===== src/rtl/md5_byte_stream_hasher_macros.svh =====
// Assertion macros for the MD5 byte stream hasher.
// Used by the top level only; needs nothing else.
`ifndef MD5_BYTE_STREAM_HASHER_MACROS_SVH
`define MD5_BYTE_STREAM_HASHER_MACROS_SVH

// Consequent must hold in the same cycle as the antecedent.
`define MD5_ASSERT_SAME(label, clk, rst_n, ante, cons, msg) \
  label: assert property (@(posedge clk) disable iff (!rst_n) (ante) |-> (cons)) \
    else $error(msg);

// Consequent must hold in the cycle after the antecedent.
`define MD5_ASSERT_NEXT(label, clk, rst_n, ante, cons, msg) \
  label: assert property (@(posedge clk) disable iff (!rst_n) (ante) |=> (cons)) \
    else $error(msg);

`endif


===== src/rtl/md5_pkg.sv =====
// Shared types, constants and round functions of the MD5 byte stream hasher.
// No dependencies.
`timescale 1ns / 1ps
`default_nettype none

package md5_pkg;

  localparam logic REQ_ABSORB = 1'b0;
  localparam logic REQ_FINISH = 1'b1;

  localparam logic [7:0] PAD_BYTE = 8'h80;
  localparam logic [5:0] LEN_POS  = 6'd56;
  localparam logic [5:0] FILL_MAX = 6'd63;
  localparam logic [5:0] LAST_RND = 6'd63;
  localparam logic [6:0] BLK_BYTES = 7'd64;

  localparam logic [31:0] IV_A = 32'h67452301;
  localparam logic [31:0] IV_B = 32'hefcdab89;
  localparam logic [31:0] IV_C = 32'h98badcfe;
  localparam logic [31:0] IV_D = 32'h10325476;

  localparam logic [31:0] SINE [0:63] = '{
    32'hd76aa478, 32'he8c7b756, 32'h242070db, 32'hc1bdceee,
    32'hf57c0faf, 32'h4787c62a, 32'ha8304613, 32'hfd469501,
    32'h698098d8, 32'h8b44f7af, 32'hffff5bb1, 32'h895cd7be,
    32'h6b901122, 32'hfd987193, 32'ha679438e, 32'h49b40821,
    32'hf61e2562, 32'hc040b340, 32'h265e5a51, 32'he9b6c7aa,
    32'hd62f105d, 32'h02441453, 32'hd8a1e681, 32'he7d3fbc8,
    32'h21e1cde6, 32'hc33707d6, 32'hf4d50d87, 32'h455a14ed,
    32'ha9e3e905, 32'hfcefa3f8, 32'h676f02d9, 32'h8d2a4c8a,
    32'hfffa3942, 32'h8771f681, 32'h6d9d6122, 32'hfde5380c,
    32'ha4beea44, 32'h4bdecfa9, 32'hf6bb4b60, 32'hbebfbc70,
    32'h289b7ec6, 32'heaa127fa, 32'hd4ef3085, 32'h04881d05,
    32'hd9d4d039, 32'he6db99e5, 32'h1fa27cf8, 32'hc4ac5665,
    32'hf4292244, 32'h432aff97, 32'hab9423a7, 32'hfc93a039,
    32'h655b59c3, 32'h8f0ccc92, 32'hffeff47d, 32'h85845dd1,
    32'h6fa87e4f, 32'hfe2ce6e0, 32'ha3014314, 32'h4e0811a1,
    32'hf7537e82, 32'hbd3af235, 32'h2ad7d2bb, 32'heb86d391
  };

  // Rotate amounts, indexed by {group, round[1:0]}.
  localparam logic [4:0] ROT [0:15] = '{
    5'd7, 5'd12, 5'd17, 5'd22,
    5'd5, 5'd9,  5'd14, 5'd20,
    5'd4, 5'd11, 5'd16, 5'd23,
    5'd6, 5'd10, 5'd15, 5'd21
  };

  typedef enum logic [2:0] {
    ST_IDLE,
    ST_PREP0,
    ST_PREP1,
    ST_ROUND,
    ST_FOLD,
    ST_EMIT
  } state_t;

  // How the next block's words are formed from the buffer.
  typedef enum logic [1:0] {
    BLK_KEEP,
    BLK_FULL,
    BLK_PAD,
    BLK_LEN
  } blk_t;

  typedef struct packed {
    logic wr_byte;
    logic wr_pad;
    blk_t blk;
    logic ld_work;
    logic pre_en;
    logic round_en;
    logic fold;
    logic emit;
  } cmd_t;

  typedef struct packed {
    logic fill_last;
    logic pad_ovf;
    logic last_round;
    logic out_free;
  } sts_t;

  // Message word used by round j.
  function automatic logic [3:0] msg_index(input logic [5:0] j);
    logic [3:0] k;
    logic [3:0] idx;
    k = j[3:0];
    case (j[5:4])
      2'd0:    idx = k;
      2'd1:    idx = 4'(k * 4'd5 + 4'd1);
      2'd2:    idx = 4'(k * 4'd3 + 4'd5);
      default: idx = 4'(k * 4'd7);
    endcase
    return idx;
  endfunction

  function automatic logic [31:0] round_f(input logic [1:0] grp, input logic [31:0] b,
                                          input logic [31:0] c, input logic [31:0] d);
    logic [31:0] f;
    case (grp)
      2'd0:    f = (b & c) | (~b & d);
      2'd1:    f = (b & d) | (c & ~d);
      2'd2:    f = b ^ c ^ d;
      default: f = c ^ (b | ~d);
    endcase
    return f;
  endfunction

  function automatic logic [31:0] rotl32(input logic [31:0] v, input logic [4:0] s);
    logic [63:0] t;
    t = {v, v} << s;
    return t[63:32];
  endfunction

endpackage

`default_nettype wire


===== src/rtl/md5_stream_if.sv =====
// Channel interfaces of the MD5 byte stream hasher: request and digest.
// Depends on nothing.
`timescale 1ns / 1ps
`default_nettype none

interface md5_req_if;
  logic       valid;
  logic       ready;
  logic       req_type;
  logic [7:0] data_byte;

  modport source (output valid, output req_type, output data_byte, input ready);
  modport sink   (input valid, input req_type, input data_byte, output ready);
endinterface

interface md5_dig_if;
  logic        valid;
  logic        ready;
  logic [63:0] digest_first_half;
  logic [63:0] digest_second_half;

  modport source (output valid, output digest_first_half, output digest_second_half,
                  input ready);
  modport sink   (input valid, input digest_first_half, input digest_second_half,
                  output ready);
endinterface

`default_nettype wire


===== src/rtl/md5_ctrl.sv =====
// Controller of the MD5 hasher: sequences absorb, padding and compression.
// Depends on md5_pkg.
`timescale 1ns / 1ps
`default_nettype none

module md5_ctrl (
  input  wire logic          clk,
  input  wire logic          rst_n,
  input  wire logic          in_valid,
  input  wire logic          in_req_type,
  output logic               in_ready,
  input  wire md5_pkg::sts_t sts,
  output md5_pkg::cmd_t      cmd
);

  md5_pkg::state_t state_r, state_nxt;
  logic fin_r, fin_nxt;
  logic ovf_r, ovf_nxt;
  logic in_fire;

  assign in_fire = in_valid && (state_r == md5_pkg::ST_IDLE);

  always_ff @(posedge clk) begin
    if (!rst_n) begin
      state_r <= md5_pkg::ST_IDLE;
      fin_r   <= 1'b0;
      ovf_r   <= 1'b0;
    end else begin
      state_r <= state_nxt;
      fin_r   <= fin_nxt;
      ovf_r   <= ovf_nxt;
    end
  end

  always_comb begin
    state_nxt = state_r;
    fin_nxt   = fin_r;
    ovf_nxt   = ovf_r;
    case (state_r)
      md5_pkg::ST_IDLE: begin
        if (in_fire) begin
          if (in_req_type == md5_pkg::REQ_FINISH) begin
            state_nxt = md5_pkg::ST_PREP0;
            fin_nxt   = 1'b1;
            ovf_nxt   = sts.pad_ovf;
          end else if (sts.fill_last) begin
            state_nxt = md5_pkg::ST_PREP0;
          end
        end
      end
      md5_pkg::ST_PREP0: state_nxt = md5_pkg::ST_PREP1;
      md5_pkg::ST_PREP1: state_nxt = md5_pkg::ST_ROUND;
      md5_pkg::ST_ROUND: begin
        if (sts.last_round) begin
          state_nxt = md5_pkg::ST_FOLD;
        end
      end
      md5_pkg::ST_FOLD: begin
        // padding spilled over: run the length-only block next
        if (ovf_r) begin
          state_nxt = md5_pkg::ST_PREP0;
          ovf_nxt   = 1'b0;
        end else if (fin_r) begin
          state_nxt = md5_pkg::ST_EMIT;
        end else begin
          state_nxt = md5_pkg::ST_IDLE;
        end
      end
      md5_pkg::ST_EMIT: begin
        if (sts.out_free) begin
          state_nxt = md5_pkg::ST_IDLE;
          fin_nxt   = 1'b0;
        end
      end
      default: state_nxt = md5_pkg::ST_IDLE;
    endcase
  end

  always_comb begin
    in_ready     = (state_r == md5_pkg::ST_IDLE);
    cmd          = '0;
    cmd.blk      = md5_pkg::BLK_KEEP;
    case (state_r)
      md5_pkg::ST_IDLE: begin
        if (in_fire) begin
          if (in_req_type == md5_pkg::REQ_FINISH) begin
            cmd.wr_pad = 1'b1;
            cmd.blk    = md5_pkg::BLK_PAD;
          end else begin
            cmd.wr_byte = 1'b1;
            cmd.blk     = sts.fill_last ? md5_pkg::BLK_FULL : md5_pkg::BLK_KEEP;
          end
        end
      end
      md5_pkg::ST_PREP0: cmd.ld_work = 1'b1;
      md5_pkg::ST_PREP1: cmd.pre_en = 1'b1;
      md5_pkg::ST_ROUND: begin
        cmd.pre_en   = 1'b1;
        cmd.round_en = 1'b1;
      end
      md5_pkg::ST_FOLD: begin
        cmd.fold = 1'b1;
        if (ovf_r) begin
          cmd.blk = md5_pkg::BLK_LEN;
        end
      end
      md5_pkg::ST_EMIT: cmd.emit = sts.out_free;
      default: cmd = '0;
    endcase
  end

endmodule

`default_nettype wire


===== src/rtl/md5_dp.sv =====
// Datapath of the MD5 hasher: block buffer, round unit, chaining words,
// length counter and digest output register. Depends on md5_pkg.
`timescale 1ns / 1ps
`default_nettype none

module md5_dp (
  input  wire logic          clk,
  input  wire logic          rst_n,
  input  wire logic [7:0]    in_data_byte,
  input  wire md5_pkg::cmd_t cmd,
  output md5_pkg::sts_t      sts,
  input  wire logic          out_ready,
  output logic               out_valid,
  output logic [63:0]        out_first,
  output logic [63:0]        out_second
);

  // Block buffer: 16 words, byte-lane writes, registered read.
  logic [31:0] mem_r [16];
  logic [31:0] rd_q_r;
  logic [3:0]  rd_widx_r;
  logic [3:0]  rd_addr;
  logic [3:0]  wr_word;
  logic [1:0]  wr_lane;
  logic [7:0]  wr_data;
  logic        wr_en;

  logic [5:0]  fill_r, fill_nxt;
  logic [60:0] msg_r, msg_nxt;
  logic [6:0]  vlen_r, vlen_nxt;
  logic        len_en_r, len_en_nxt;
  logic [5:0]  rs_r, rs_nxt;
  logic [5:0]  rnd_r, rnd_nxt;
  logic        out_valid_r, out_valid_nxt;

  logic [31:0] h_r [4];
  logic [31:0] a_r, b_r, c_r, d_r;
  logic [31:0] pre_r;
  logic [63:0] dig_lo_r, dig_hi_r;

  logic [63:0] bit_len;
  logic [31:0] w_word;
  logic [31:0] w_masked;
  logic [31:0] pre_base;
  logic [5:0]  k_idx;
  logic [31:0] nb;

  assign wr_en   = cmd.wr_byte || cmd.wr_pad;
  assign wr_word = fill_r[5:2];
  assign wr_lane = fill_r[1:0];
  assign wr_data = cmd.wr_pad ? md5_pkg::PAD_BYTE : in_data_byte;
  assign rd_addr = cmd.ld_work ? md5_pkg::msg_index(6'd0) : md5_pkg::msg_index(rs_r);

  always_ff @(posedge clk) begin
    if (wr_en) begin
      mem_r[wr_word][{wr_lane, 3'b000} +: 8] <= wr_data;
    end
    rd_q_r    <= mem_r[rd_addr];
    rd_widx_r <= rd_addr;
  end

  // Bytes past the valid length read as zero; in a length block the last two words carry the bit length.
  assign bit_len = {msg_r, 3'b000};
  always_comb begin
    for (int l = 0; l < 4; l++) begin
      w_masked[l*8 +: 8] = ({1'b0, rd_widx_r, 2'(l)} < vlen_r) ? rd_q_r[l*8 +: 8] : 8'h00;
    end
    if (len_en_r && rd_widx_r == 4'd14) begin
      w_word = bit_len[31:0];
    end else if (len_en_r && rd_widx_r == 4'd15) begin
      w_word = bit_len[63:32];
    end else begin
      w_word = w_masked;
    end
  end

  // Lookahead: fold the next round's a, sine constant and message word into pre_r.
  assign k_idx    = 6'(rs_r - 6'd1);
  assign pre_base = cmd.round_en ? d_r : a_r;
  assign nb = b_r + md5_pkg::rotl32(md5_pkg::round_f(rnd_r[5:4], b_r, c_r, d_r) + pre_r,
                                    md5_pkg::ROT[{rnd_r[5:4], rnd_r[1:0]}]);

  always_ff @(posedge clk) begin
    if (cmd.pre_en) begin
      pre_r <= pre_base + md5_pkg::SINE[k_idx] + w_word;
    end
    if (cmd.ld_work) begin
      a_r <= h_r[0];
      b_r <= h_r[1];
      c_r <= h_r[2];
      d_r <= h_r[3];
    end else if (cmd.round_en) begin
      a_r <= d_r;
      d_r <= c_r;
      c_r <= b_r;
      b_r <= nb;
    end
    if (cmd.emit) begin
      dig_lo_r <= {h_r[1], h_r[0]};
      dig_hi_r <= {h_r[3], h_r[2]};
    end
  end

  always_ff @(posedge clk) begin
    if (!rst_n) begin
      h_r[0] <= md5_pkg::IV_A;
      h_r[1] <= md5_pkg::IV_B;
      h_r[2] <= md5_pkg::IV_C;
      h_r[3] <= md5_pkg::IV_D;
    end else if (cmd.fold) begin
      h_r[0] <= h_r[0] + a_r;
      h_r[1] <= h_r[1] + b_r;
      h_r[2] <= h_r[2] + c_r;
      h_r[3] <= h_r[3] + d_r;
    end else if (cmd.emit) begin
      h_r[0] <= md5_pkg::IV_A;
      h_r[1] <= md5_pkg::IV_B;
      h_r[2] <= md5_pkg::IV_C;
      h_r[3] <= md5_pkg::IV_D;
    end
  end

  always_comb begin
    fill_nxt      = fill_r;
    msg_nxt       = msg_r;
    vlen_nxt      = vlen_r;
    len_en_nxt    = len_en_r;
    rs_nxt        = rs_r;
    rnd_nxt       = rnd_r;
    out_valid_nxt = out_valid_r;
    if (cmd.wr_byte) begin
      fill_nxt = fill_r + 6'd1;
      msg_nxt  = msg_r + 61'd1;
    end
    case (cmd.blk)
      md5_pkg::BLK_FULL: begin
        vlen_nxt   = md5_pkg::BLK_BYTES;
        len_en_nxt = 1'b0;
      end
      md5_pkg::BLK_PAD: begin
        vlen_nxt   = {1'b0, fill_r} + 7'd1;
        len_en_nxt = (fill_r < md5_pkg::LEN_POS);
      end
      md5_pkg::BLK_LEN: begin
        vlen_nxt   = 7'd0;
        len_en_nxt = 1'b1;
      end
      default: begin
        vlen_nxt   = vlen_r;
        len_en_nxt = len_en_r;
      end
    endcase
    if (cmd.ld_work) begin
      rs_nxt  = 6'd1;
      rnd_nxt = 6'd0;
    end else begin
      if (cmd.pre_en) begin
        rs_nxt = rs_r + 6'd1;
      end
      if (cmd.round_en) begin
        rnd_nxt = rnd_r + 6'd1;
      end
    end
    if (out_valid_r && out_ready) begin
      out_valid_nxt = 1'b0;
    end
    if (cmd.emit) begin
      fill_nxt      = 6'd0;
      msg_nxt       = 61'd0;
      out_valid_nxt = 1'b1;
    end
  end

  always_ff @(posedge clk) begin
    if (!rst_n) begin
      fill_r      <= 6'd0;
      msg_r       <= 61'd0;
      vlen_r      <= 7'd0;
      len_en_r    <= 1'b0;
      rs_r        <= 6'd0;
      rnd_r       <= 6'd0;
      out_valid_r <= 1'b0;
    end else begin
      fill_r      <= fill_nxt;
      msg_r       <= msg_nxt;
      vlen_r      <= vlen_nxt;
      len_en_r    <= len_en_nxt;
      rs_r        <= rs_nxt;
      rnd_r       <= rnd_nxt;
      out_valid_r <= out_valid_nxt;
    end
  end

  assign sts.fill_last  = (fill_r == md5_pkg::FILL_MAX);
  assign sts.pad_ovf    = (fill_r >= md5_pkg::LEN_POS);
  assign sts.last_round = (rnd_r == md5_pkg::LAST_RND);
  assign sts.out_free   = !out_valid_r || out_ready;

  assign out_valid  = out_valid_r;
  assign out_first  = dig_lo_r;
  assign out_second = dig_hi_r;

endmodule

`default_nettype wire


===== src/rtl/md5_byte_stream_hasher.sv =====
// Top level of the MD5 byte stream hasher: controller plus datapath.
// Depends on md5_pkg, md5_stream_if, md5_ctrl, md5_dp and the assertion macros.
`timescale 1ns / 1ps
`default_nettype none
`include "md5_byte_stream_hasher_macros.svh"

// MD5 over a byte stream. Each absorb transfer stores one byte; the transfer that
// completes a 64-byte block is followed by a busy period: ST_PREP0 and ST_PREP1
// prime the message-word read, 64 rounds run on the single round unit, and a fold
// adds the result into the chaining words. A finish transfer pads in its own cycle,
// then runs one block, or two when 56 or more bytes were buffered, and then loads
// the digest register and returns the chaining words to the initial value. The
// digest waits in that register until taken while new bytes are accepted; a later
// finish holds in the emit state only if the previous digest is still waiting.
module md5_byte_stream_hasher (
  input  wire logic  clk,
  input  wire logic  rst_n,
  md5_req_if.sink    in_ch,
  md5_dig_if.source  out_ch
);

  md5_pkg::cmd_t cmd;
  md5_pkg::sts_t sts;

  md5_ctrl u_ctrl (
    .clk         (clk),
    .rst_n       (rst_n),
    .in_valid    (in_ch.valid),
    .in_req_type (in_ch.req_type),
    .in_ready    (in_ch.ready),
    .sts         (sts),
    .cmd         (cmd)
  );

  md5_dp u_dp (
    .clk          (clk),
    .rst_n        (rst_n),
    .in_data_byte (in_ch.data_byte),
    .cmd          (cmd),
    .sts          (sts),
    .out_ready    (out_ch.ready),
    .out_valid    (out_ch.valid),
    .out_first    (out_ch.digest_first_half),
    .out_second   (out_ch.digest_second_half)
  );

  `MD5_ASSERT_NEXT(a_last_round_folds, clk, rst_n, cmd.round_en && sts.last_round, cmd.fold,
                   "last round not followed by fold")
  `MD5_ASSERT_SAME(a_emit_slot_free, clk, rst_n, cmd.emit, !out_ch.valid || out_ch.ready,
                   "digest overwritten while still pending")
  `MD5_ASSERT_NEXT(a_finish_busy, clk, rst_n,
                   in_ch.valid && in_ch.ready && in_ch.req_type == md5_pkg::REQ_FINISH,
                   !in_ch.ready && cmd.ld_work, "finish transfer did not start a block")

endmodule

`default_nettype wire

===== src/flat_wrapper.sv =====
// flat-port wrapper written by rule: the top's interface ports become plain ports
module md5_byte_stream_hasher_flat 
  (clk, rst_n, in_ch_valid, in_ch_req_type, in_ch_data_byte, in_ch_ready, out_ch_valid, out_ch_digest_first_half, out_ch_digest_second_half, out_ch_ready);
  md5_req_if in_ch_i ();
  md5_dig_if out_ch_i ();
  input  wire logic clk;
  input  wire logic rst_n;
  input wire logic [$bits(in_ch_i.valid)-1:0] in_ch_valid;
  input wire logic [$bits(in_ch_i.req_type)-1:0] in_ch_req_type;
  input wire logic [$bits(in_ch_i.data_byte)-1:0] in_ch_data_byte;
  output wire logic [$bits(in_ch_i.ready)-1:0] in_ch_ready;
  output wire logic [$bits(out_ch_i.valid)-1:0] out_ch_valid;
  output wire logic [$bits(out_ch_i.digest_first_half)-1:0] out_ch_digest_first_half;
  output wire logic [$bits(out_ch_i.digest_second_half)-1:0] out_ch_digest_second_half;
  input wire logic [$bits(out_ch_i.ready)-1:0] out_ch_ready;
  assign in_ch_i.valid = in_ch_valid;
  assign in_ch_i.req_type = in_ch_req_type;
  assign in_ch_i.data_byte = in_ch_data_byte;
  assign in_ch_ready = in_ch_i.ready;
  assign out_ch_valid = out_ch_i.valid;
  assign out_ch_digest_first_half = out_ch_i.digest_first_half;
  assign out_ch_digest_second_half = out_ch_i.digest_second_half;
  assign out_ch_i.ready = out_ch_ready;
  md5_byte_stream_hasher u_core (.clk(clk), .rst_n(rst_n), .in_ch(in_ch_i), .out_ch(out_ch_i));
endmodule

===== config.mk =====
export PLATFORM = sky130hd
export DESIGN_NAME = md5_byte_stream_hasher_flat
export DESIGN_NICKNAME = d
export VERILOG_FILES = /design/src/rtl/md5_pkg.sv /design/src/rtl/md5_stream_if.sv /design/src/rtl/md5_ctrl.sv /design/src/rtl/md5_dp.sv /design/src/rtl/md5_byte_stream_hasher.sv /design/src/flat_wrapper.sv
export VERILOG_INCLUDE_DIRS = /design/src /design/src/rtl
export SDC_FILE = /design/constraint.sdc
export NUM_CORES = 2
export LEC_CHECK = 0
export BUFFER_PORTS_ARGS = -buffer_cell sky130_fd_sc_hd__buf_4
export CORE_UTILIZATION = 47
export CTS_CLUSTER_SIZE = 8
export DETAILED_ROUTE_END_ITERATION = 6
export GPL_ROUTABILITY_DRIVEN = 0
export PLACE_DENSITY_LB_ADDON = 0.08
export SYNTH_ARGS = -nofsm -noshare
export SYNTH_HDL_FRONTEND = slang
export SYNTH_SLANG_ARGS = --single-unit
export TNS_END_PERCENT = 1

===== constraint.sdc =====
create_clock -name clk -period 8.7 [get_ports clk]
set_clock_uncertainty 0.05 [all_clocks]
set_input_delay 0.87 -clock clk [delete_from_list [all_inputs] [get_ports clk]]
set_output_delay 0.87 -clock clk [all_outputs]
set_load 0.02 [all_outputs]

==> metrics.json <==
{
  "detailroute.via_count": {"value": 47231},
  "critPathRequiredTime": {"value": 9.17, "unit": "ns"},
  "hold_buf_count_cts": {"value": 0},
  "post_drt_via_cell_ratio": {"value": 5.98},
  "worst_hold_path_type": {"value": "in2reg"},
  "mappedNetlistNets": {"value": 6420},
  "die_width": {"value": 357, "unit": "um"},
  "layout-drive-gt1-share": {"value": 8.93, "unit": "%"},
  "grt_pass1_vias": {"value": 43898},
  "reported_max_cap_violation_count": {"value": 0},
  "die_height": {"value": 357, "unit": "um"},
  "status": {"value": "finished clean"},
  "cts_inserted_buffers": {"value": 151},
  "cell_count_after_synthesis": {"value": 6094},
  "critPathCaptureType": {"value": "register"},
  "synth_top_flop_cell": {"value": "sky130_fd_sc_hd__edfxtp_1"},
  "wire_per_inst": {"value": 23.6, "unit": "um"},
  "synth-seq-area-share": {"value": 49.7, "unit": "%"},
  "design.die.area": {"value": 128000, "unit": "um^2"},
  "grt_pass1_wl": {"value": 278, "unit": "mm"},
  "ys_ff_latch": {"value": 1057},
  "dp_hpwl": {"value": 130, "unit": "mm"},
  "critical-path-slowest-cell": {"value": "sky130_fd_sc_hd__dfxtp_4"},
  "timing.critical_path.arrival": {"value": 8.49, "unit": "ns"},
  "drt-total-wl": {"value": 187, "unit": "mm"},
  "synth_top_family_by_area": {"value": "simple AND/OR/NAND/NOR gates"},
  "clk_pin_slew_worst_paths": {"value": 0.06, "unit": "ns"},
  "cp_slowest_stage_delay": {"value": 0.58, "unit": "ns"},
  "most-common-layout-cells": {"value": "1,221 x sky130_fd_sc_hd__nand2_1, 832 x sky130_fd_sc_hd__edfxtp_1, 466 x sky130_fd_sc_hd__nor2_1"},
  "cts_tree": {"value": "done"},
  "initialDrtViolationCount": {"value": 4833},
  "top_layer": {"value": "met4"},
  "drtAntennaViolNets": {"value": 0},
  "groute.usage.overall": {"value": 28.9, "unit": "%"},
  "tritoncts_num_sinks": {"value": 1057},
  "most_common_library_cell_in_the_layout_ignoring_fill_and_taps": {"value": "sky130_fd_sc_hd__nand2_1"},
  "grt_start_max_net_pins": {"value": 167},
  "grt-ovfl-total": {"value": 0},
  "worst_path_most_repeated_cell": {"value": "sky130_fd_sc_hd__a21oi_1"},
  "numPortBuffers": {"value": 142},
  "ys_async_sr_fraction": {"value": 0, "unit": "%"},
  "worst-slew-pin-transition": {"value": 1.26, "unit": "ns"},
  "detail_route.drc_violations": {"value": 0},
  "layoutNonFillerInstCount": {"value": 7897},
  "finalHoldViolCount": {"value": 0},
  "num-nets-final": {"value": 6485},
  "finalWorstPathRequiredPeriod": {"value": 8.01, "unit": "ns"},
  "synth_enable_flop_cells": {"value": 832},
  "cellLeakagePower": {"value": 26.0, "unit": "nW"},
  "synthSimpleGateAreaFrac": {"value": 17.5, "unit": "%"},
  "worstSetupPathType": {"value": "reg2reg"},
  "yosysWarningCount": {"value": 0},
  "cts_max_path_buffers": {"value": 3},
  "cellPowerDensity": {"value": 368, "unit": "nW/um^2"},
  "syn_area": {"value": 59400, "unit": "um^2"},
  "yosys.area_share.xor_xnor": {"value": 4.41, "unit": "%"},
  "area_inside_the_core_boundary": {"value": 125000, "unit": "um^2"},
  "synth.area.mux_share": {"value": 3.37, "unit": "%"},
  "avgSynthCellArea": {"value": 9.74, "unit": "um^2"},
  "dp_cells": {"value": 7654},
  "setup_violations": {"value": 0},
  "ports_placed_on_the_boundary": {"value": 143},
  "sum_of_routed_wire_segments_on_met1": {"value": 80.7, "unit": "mm"},
  "final_cell_area": {"value": 66800, "unit": "um^2"},
  "slew_viol_final": {"value": 0},
  "max_freq": {"value": 125, "unit": "MHz"},
  "synth-adder-area-share": {"value": 7.10, "unit": "%"},
  "route.met2.wl": {"value": 84.7, "unit": "mm"},
  "clock_tree.root_cell": {"value": "sky130_fd_sc_hd__clkbuf_16"},
  "cts-htree-levels": {"value": 4},
  "compound_gate_portion_of_the_synthesized_area": {"value": 15.0, "unit": "%"},
  "start_util": {"value": 47.3, "unit": "%"},
  "grt_antenna_before_repair": {"value": 4},
  "start_kind": {"value": "register"},
  "fp-row-count": {"value": 130},
  "clock_latency": {"value": 0.78, "unit": "ns"},
  "area_delta_synth_final": {"value": 12.6, "unit": "%"},
  "max-vdd-ir-drop": {"value": 0.241, "unit": "mV"},
  "fin_setup_tns": {"value": 0, "unit": "ns"},
  "met3_length": {"value": 11.3, "unit": "mm"},
  "design_power_total": {"value": 24.6, "unit": "mW"},
  "synth_cell_type_count": {"value": 83},
  "worst-path-max-fanout": {"value": 28},
  "rsz0062_at_grt": {"value": "false"},
  "dpl_cell_area": {"value": 62300, "unit": "um^2"},
  "period_share": {"value": 92.1, "unit": "%"},
  "drt_pass1_iterations": {"value": 6},
  "worst_slew_margin": {"value": 15.7, "unit": "%"}
}
-- final timing paths --
kind	cells past startpoint	endpoint	start	slack, ns
setup / recovery	33	u_core.u_dp.b_r[31]	u_core.u_dp.rnd_r[4]	0.69
setup reg to reg	33	u_core.u_dp.b_r[31]	u_core.u_dp.rnd_r[4]	0.69
hold / removal	2	u_core.u_ctrl.state_r[0]	rst_n	0.43
hold reg to reg	2	u_core.u_dp.a_r[31]	u_core.u_dp.a_r[31]	0.44
-- kinds of logic (layout without fill, tap and decap cells) --
family                   after synthesis  in the layout
AO/OA/AOI/OAI                       1418           1418
XOR/XNOR                             299            299
adder cells (fa/ha/maj)              313            313
buffers and inverters                452            604
flip-flops                          1057           1057
multiplexers                         178            178
other                                  0              1
AND/OR/NAND/NOR                     2377           2377
-- synth_stat cells (37+ instances only) --
cell type / instances / area, um^2
sky130_fd_sc_hd__nand3_1: 165 / 826
sky130_fd_sc_hd__edfxtp_1: 832 / 25000
sky130_fd_sc_hd__nand2_1: 1225 / 4600
sky130_fd_sc_hd__nand2b_1: 37 / 231
sky130_fd_sc_hd__a21o_1: 102 / 766
sky130_fd_sc_hd__dfxtp_1: 225 / 4500
sky130_fd_sc_hd__nor2_1: 470 / 1760
sky130_fd_sc_hd__mux2i_1: 92 / 921
sky130_fd_sc_hd__and2_1: 45 / 282
sky130_fd_sc_hd__xor2_1: 144 / 1260
sky130_fd_sc_hd__buf_1: 39 / 146
sky130_fd_sc_hd__and3_1: 117 / 732
sky130_fd_sc_hd__fa_1: 40 / 801
sky130_fd_sc_hd__clkbuf_1: 287 / 1080
sky130_fd_sc_hd__nor3b_1: 39 / 293
sky130_fd_sc_hd__a31oi_1: 141 / 882
sky130_fd_sc_hd__a21oi_1: 459 / 2300
sky130_fd_sc_hd__xnor2_1: 155 / 1360
sky130_fd_sc_hd__nor3_1: 135 / 676
sky130_fd_sc_hd__mux2_2: 76 / 856
sky130_fd_sc_hd__a311oi_1: 81 / 709
sky130_fd_sc_hd__ha_1: 273 / 3420
sky130_fd_sc_hd__inv_1: 117 / 439
sky130_fd_sc_hd__o211ai_1: 54 / 405
sky130_fd_sc_hd__o21ai_0: 266 / 1330
sky130_fd_sc_hd__a211oi_1: 78 / 586
-- state kept, by name (all words and copies together) (netlist names), 61 cells and up --
signal / flops
u_core.u_dp.msg_r: 61
u_core.u_dp.out_first: 64
u_core.u_dp.mem_r: 512
u_core.u_dp.h_r: 128
u_core.u_dp.out_second: 64
-- where the power goes --
group / switching [mW] / internal (mW) / total [mW]
Clock: 2.28 / 3.27 / 5.55
Combinational: 7.34 / 4.82 / 12.2
Sequential: 0.656 / 6.19 / 6.84
Total: 10.3 / 14.3 / 24.6
-- worst max-delay path, delay by kind of cell (launching register included) --
kind	cells	cell delay, ns
buffers and inverters	2	0.41
AND/OR/NAND/NOR	6	0.80
XOR/XNOR	2	0.36
adder cells (fa/ha/maj)	2	0.66
AO/OA/AOI/OAI	18	4.02
multiplexers	3	0.85
flip-flops	1	0.58
-- through the flow --
step / setup WS, ns / hold slack (ns) / util (%)
floorplan: 1.03 / 0.388 / -
global placement: 0.663 / 0.419 / 49.6
detailed placement: 0.588 / 0.431 / 49.6
CTS: 0.549 / 0.384 / 53.2
global route: 0.0220 / 0.395 / 53.3
finish: 0.686 / 0.430 / 53.3
-- what timing repair did --
item                                    4_1_cts  5_1_grt
buffers inserted                              0        2
resized for setup                             0        3
hold endpoints to repair                      0        0
endpoints found under the setup margin        0        5
-- layout make-up --
class | count | area (um^2)
Fill cell | 11120 | 58600
Sequential cell | 1057 | 29500
Multi-Input combinational cell | 4585 | 28300
Clock buffer | 223 | 4070
Tap cell | 1650 | 2060
Timing Repair Buffer | 244 | 1970
Inverter | 120 | 458
Clock inverter | 17 | 408
Antenna cell | 1 | 2.50
-- metal layers --
| layer | vias up | GRT usage (%) |
|---|---|---|
| li1 | 22226 | - |
| met1 | 22867 | 39.3 |
| met2 | 1741 | 45.1 |
| met3 | 397 | 4.11 |
| met4 | 0 | 14.3 |
| met5 | - | 0 |
No activity file was read; power rests on OpenSTA's default activity.
